--- src/sv/fgs_pkg.sv ---
package fgs_pkg;

   typedef enum logic [3:0] {
      ST_IDLE,
      ST_CLEAR,
      ST_HASH,
      ST_QUOT,
      ST_REM,
      ST_SCALE,
      ST_SEV,
      ST_ROT,
      ST_READ,
      ST_WAIT,
      ST_MIX,
      ST_SUM,
      ST_OUT
   } state_type;

   localparam logic [2:0] CSR_ENTROPY  = 3'd0;
   localparam logic [2:0] CSR_ROT      = 3'd1;
   localparam logic [2:0] CSR_WET      = 3'd2;
   localparam logic [2:0] CSR_GRAIN    = 3'd3;
   localparam logic [2:0] CSR_SEVSTEP  = 3'd4;
   localparam logic [2:0] CSR_CHANNELS = 3'd5;

   localparam int CSR_DATA_BITS = 20;
   localparam logic [31:0] HASH_SALT = 32'd61;
   localparam logic [13:0] JUMP_RANGE = 14'd10000;
   localparam logic [11:0] ROT_MASK_MIN = 12'd3277;
   // 2^45 / 10000 rounded up, which is also 2^41 / 625; exact for 32-bit operands
   localparam logic [31:0] RECIP_10K = 32'hD1B71759;

   // commands from controller to datapath
   typedef struct packed {
      logic clear_step;   // write zero at the clear pointer
      logic take;         // register the accepted word and update counters
      logic hash;         // start jump computation
      logic quot;         // hash quotient by reciprocal
      logic rem;          // hash remainder
      logic scale;        // remainder times entropy
      logic sev;          // register severity
      logic rot;          // register rot
      logic read;         // decide whether a reload from the store is due
      logic load;         // capture read data into held regs when a reload is due
      logic mix;          // products
      logic sum;          // final sum
   } cmd_type;

   typedef struct packed {
      logic clear_done;
      logic frozen;
   } status_type;

   function automatic logic [31:0] mixhash(input logic [31:0] s_in);
      logic [31:0] s;
      s = (s_in ^ HASH_SALT) ^ (s_in >> 16);
      s = s + (s << 3);
      s = s ^ (s >> 4);
      return s;
   endfunction

endpackage

--- src/sv/fgs_ctrl.sv ---
module fgs_ctrl
   import fgs_pkg::*;
(
   input  logic       clock,
   input  logic       reset,
   input  logic       req_valid,
   output logic       req_stall,
   output logic       rsp_valid,
   input  logic       rsp_stall,
   input  status_type status,
   output cmd_type    cmd
);
   state_type state_ff, state_in;

   always_ff @(posedge clock) begin
      if (reset) begin
         state_ff <= ST_CLEAR;
      end else begin
         state_ff <= state_in;
      end
   end

   always_comb begin
      state_in = state_ff;
      unique case (state_ff)
         ST_CLEAR: if (status.clear_done) state_in = ST_IDLE;
         ST_IDLE:  if (req_valid) state_in = ST_HASH;
         ST_HASH:  state_in = status.frozen ? ST_QUOT : ST_OUT;
         ST_QUOT:  state_in = ST_REM;
         ST_REM:   state_in = ST_SCALE;
         ST_SCALE: state_in = ST_SEV;
         ST_SEV:   state_in = ST_ROT;
         ST_ROT:   state_in = ST_READ;
         ST_READ:  state_in = ST_WAIT;
         ST_WAIT:  state_in = ST_MIX;
         ST_MIX:   state_in = ST_SUM;
         ST_SUM:   state_in = ST_OUT;
         ST_OUT:   if (!rsp_stall) state_in = ST_IDLE;
         default:  state_in = ST_CLEAR;
      endcase
   end

   always_comb begin
      cmd = '0;
      req_stall = 1'b1;
      rsp_valid = 1'b0;
      unique case (state_ff)
         ST_CLEAR: cmd.clear_step = 1'b1;
         ST_IDLE: begin
            req_stall = 1'b0;
            cmd.take = req_valid;
         end
         ST_HASH:  cmd.hash = 1'b1;
         ST_QUOT:  cmd.quot = 1'b1;
         ST_REM:   cmd.rem = 1'b1;
         ST_SCALE: cmd.scale = 1'b1;
         ST_SEV:   cmd.sev = 1'b1;
         ST_ROT:   cmd.rot = 1'b1;
         ST_READ:  cmd.read = 1'b1;
         ST_WAIT:  cmd.load = 1'b1;
         ST_MIX:   cmd.mix = 1'b1;
         ST_SUM:   cmd.sum = 1'b1;
         ST_OUT:   rsp_valid = 1'b1;
         default: ;
      endcase
   end

`ifndef ASSERT_OFF
   a_no_out_in_clear: assert property (@(posedge clock) disable iff (reset)
      state_ff == ST_CLEAR |-> !rsp_valid && req_stall)
      else $error("output during clear");
   a_busy_stall: assert property (@(posedge clock) disable iff (reset)
      rsp_valid |-> req_stall)
      else $error("input taken while result pending");
   a_take_then_hash: assert property (@(posedge clock) disable iff (reset)
      cmd.take |=> state_ff == ST_HASH)
      else $error("accepted word not processed");
`endif
endmodule

--- config.mk ---
export PLATFORM = sky130hd
export DESIGN_NAME = fgs_ctrl
export DESIGN_NICKNAME = d
export VERILOG_FILES = /design/src/sv/fgs_pkg.sv /design/src/sv/fgs_ctrl.sv
export SDC_FILE = /design/constraint.sdc
export NUM_CORES = 1
export LEC_CHECK = 0
export BUFFER_PORTS_ARGS = -buffer_cell sky130_fd_sc_hd__buf_4
export CORE_AREA = 2 2 39 41
export CTS_BUF_LIST = sky130_fd_sc_hd__clkbuf_4 sky130_fd_sc_hd__clkbuf_8
export CTS_CLUSTER_DIAMETER = 150
export DETAILED_ROUTE_END_ITERATION = 8
export DIE_AREA = 0 0 41 43
export SKIP_CTS_REPAIR_TIMING = 1
export SLEW_MARGIN = 20
export SYNTH_ARGS = -nofsm -noshare
export SYNTH_HDL_FRONTEND = slang
export SYNTH_SLANG_ARGS = --single-unit
--- constraint.sdc ---
create_clock -name clock -period 1.6 [get_ports clock]
set_clock_uncertainty 0.15 [all_clocks]
set_input_delay 0.08 -clock clock [delete_from_list [all_inputs] [get_ports clock]]
set_output_delay 0.08 -clock clock [all_outputs]
set_load 0.1 [all_outputs]
Word-level counts from Yosys, hierarchy flattened. Index checks and enable logic that the tools add are counted.

Bits in registers: 4. Output and inout bits: 14.

Multiplexer cells: 19. Reductions and logical operators: 2. Equal/unequal tests: 15.

Operators by type and width (number): one-hot mux 4 bit (13 select lines) (1); equality test 4 bit (second input constant) (5); equality test 4 x 3 -> 1 bit (second input constant) (4); two-way mux 4 bit (4); two-way mux 1 bit (14); equality test 4 x 2 -> 1 bit (second input constant) (2); != test 2 bit (second input constant) (3); equality test 4 x 1 -> 1 bit (second input constant) (1); logical NOT 4 bit (1); AND reduction 3 bit (1).

Longest topological paths before layout.
Depth in word-level cells: 3. Mapped depth: 5.

Worst setup path after synthesis. Ideal clock, no wire load.

Path kind: reg2out. Start point: register state_ff[0]. End point: output cmd[2] (netlist name). Path slack: -1.540 ns. Arrival time: 2.910 ns. Path buffers: 2. Required time: 1.370 ns. Cell stages (with the launch flop): 5. Cells stage by stage: dfxtp_1 > clkbuf_1 > clkbuf_1 > nand2_1 > nor3_1.

RTL lines: start, declared (line fgs_ctrl.sv:13) `state_type state_ff, state_in;`; start signal, assigned (line fgs_ctrl.sv:19) `state_ff <= state_in;`; end, declared (line fgs_ctrl.sv:11) `output cmd_type cmd`.

==> impl_metrics.ini <==
[route]
first_pass_iters = 3
num_vias = 511
avgViaCountPerCell = 5.06
drc = 0
wl_per_cell_um = 12.7
postRouteWirelength_mm = 1.28
drtIter0Drc = 11
drtAntennaViolNets = 0

[layout]
final_nets = 93
largest_reg_flops = 4
top_regs = state_ff (4)
top_register = state_ff
layout-drive-gt1-share = 0.647
final_util = 0.637
diodes = 0
fin_cells = 101
area_delta_synth_final_pct = 133

[timing]
post-route-min-period_ps = 1570
timing.final.ws_setup_ps = 27.4
relSlewSlack = 0.775
tightest_slew_ps = 334
clock.fmax_mhz = 636
finalHoldViolCount = 0
period_share = 0.983
finalSetupTns_ps = 0
setup_viol = 0
final_max_slew_viol_count = 0

[synthesis]
synthMuxAreaShare = 0
ys_seq_elements = 4
yosys.area_share.adder = 0
ys_seq_area_frac = 0.211
synth_top_cells_by_area = dfxtp_1 21%, nor2_1 11%, nor3_1 9.2%
synth_commonest_cells = 11 x nor2_1, 7 x nor3_1, 6 x nand2_1, 5 x nand2b_1
synth_xor_area_frac = 0.0231
syn_nets = 65
synth_top_area_share = 0.211
synth.most_common_cell = nor2_1
syn-cell-area_um2 = 379
syn_avg_cell_area_um2 = 6.43
synth_top_cell_by_area = dfxtp_1
syn-instance-count = 59
ys_warn_count = 0
synthArstFlopShare = 0
synthSimpleGateAreaFrac = 0.492
synth_top_family_by_area = simple AND/OR/NAND/NOR gates
ys.flop_type = dfxtp_1
synth_edf_count = 0
yosysUniqueCellTypes = 25
synth-compound-area-share = 0.198

[floorplanning]
row_count = 14
coreArea_mm2 = 0.00138
fp.dieH_um = 43
die_width_um = 41
dieArea_mm2 = 0.00176
ios = 20
initial_core_util = 0.274

[worst_setup_path]
crit_path_max_fanout = 8
rr_endpoint = state_ff[1]$_SDFFE_PP0P_
crit_path_end_kind = output pin
worstPathRequired_ps = 1370
arrival_ps = 1340
regToRegSetupSlack_ps = 50
ff2ff_path_depth = 3
r2r_start = state_ff[1]$_SDFFE_PP0P_
crit_type = flop to output pin
critPathLaunchType = flop

[cts]
h-tree-depth = 1
clk_latency_ps = 240
cts_max_path_buffers = 2
cts_tree = yes
path_clk_slew_ps = 40
clock-sinks = 4
cts_buffers = 3
cts_root_buf = clkbuf_4

[worst_hold_path]
holdPathStages = 4
hold_class = input port to flop
hp-start = status[0]
whs_endpoint = state_ff[3]$_SDFFE_PP0P_

[pwr]
total_power_uw = 837
pwr_density_cell_mw_per_mm2 = 949
power_leakage_nw = 0.341
ir_drop_mv = 0.690

[flow_run]
maxCapViolations = 0

[global_routing]
antenna_found_initial = 0
grt_max_degree = 16
grt_use_total = 0.172
grt_pass1_vias = 465
overflow = 0
grt_pass1_wl_mm = 2.08

[placed_design]
dpl.hpwl_um = 992
dpl.cell_count = 97
gp_congestion = 0.759
io_buffers = 19
pre_cts_slack_ps = 31.4

[outcome]
status = complete, no violations
[where the power goes]
part / switching, mW / internal (mW) / leakage, nW
sequential: 0.0183 / 0.114 / 0.0331
combinational: 0.366 / 0.209 / 0.294
clock: 0.0454 / 0.0842 / 0.0138
total: 0.430 / 0.407 / 0.341
[cells by family after synthesis]
| logic type | count (synthesis) |
|---|---|
| XOR/XNOR | 1 |
| AO/OA/AOI/OAI | 10 |
| flip-flops | 4 |
| AND/OR/NAND/NOR | 37 |
| buffers and inverters | 7 |
[metal layers]
layer,up-vias,GRT usage,part of all wire
met4,0,0.0600,0.016
met3,3,0.0314,0.051
met2,12,0.278,0.54
met1,236,0.217,0.39
met5,-,0,0
li1,260,-,-
[layout by cell type (no fill, tap or decap), types with 2 or more instances in the layout]
master	Yosys	layout
nand2b_4	0	3
nor2_1	11	4
buf_4	0	19
nand2_1	6	4
dfxtp_2	0	2
nor3_4	0	6
buf_12	0	7
a211oi_1	2	2
dfxtp_1	4	2
nor2_4	0	6
clkbuf_4	0	3
o21ai_0	2	2
[how the worst max path moves through the flow]
stage                                  start                  endpoint  slack (ps)
CTS                 state_ff[0]$_SDFFE_PP1P_                   cmd[11]        -110
finish              state_ff[0]$_SDFFE_PP1P_                    cmd[1]          30
global placement    state_ff[1]$_SDFFE_PP0P_  state_ff[1]$_SDFFE_PP0P_          90
floorplan           state_ff[3]$_SDFFE_PP0P_                    cmd[2]        -220
detailed placement  state_ff[1]$_SDFFE_PP0P_  state_ff[1]$_SDFFE_PP0P_          30
global route        state_ff[0]$_SDFFE_PP1P_                    cmd[1]         -20
[worst max-delay path, stage by stage (launching register included)]
cell,delay (ps)
dfxtp_2,370
buf_4,170
nand2b_4,180
nor2_4,90
buf_4,290
[area by class of cell]
type,instances,area [µm²]
Tap cell,16,20.0
Clock buffer,3,22.5
Inverter,1,3.75
Timing Repair Buffer,29,319
Sequential cell,4,82.6
Multi-Input combinational cell,48,434
Fill cell,121,502
[stage by stage]
step / hold WS, ps / cell area [µm²]
finish: 74.2 / 882
global route: 92.3 / 882
CTS: -124 / 779
detailed placement: 127 / 757
global placement: 127 / 757
floorplan: -0.934 / 588
No activity file was read; power rests on OpenSTA's default activity.
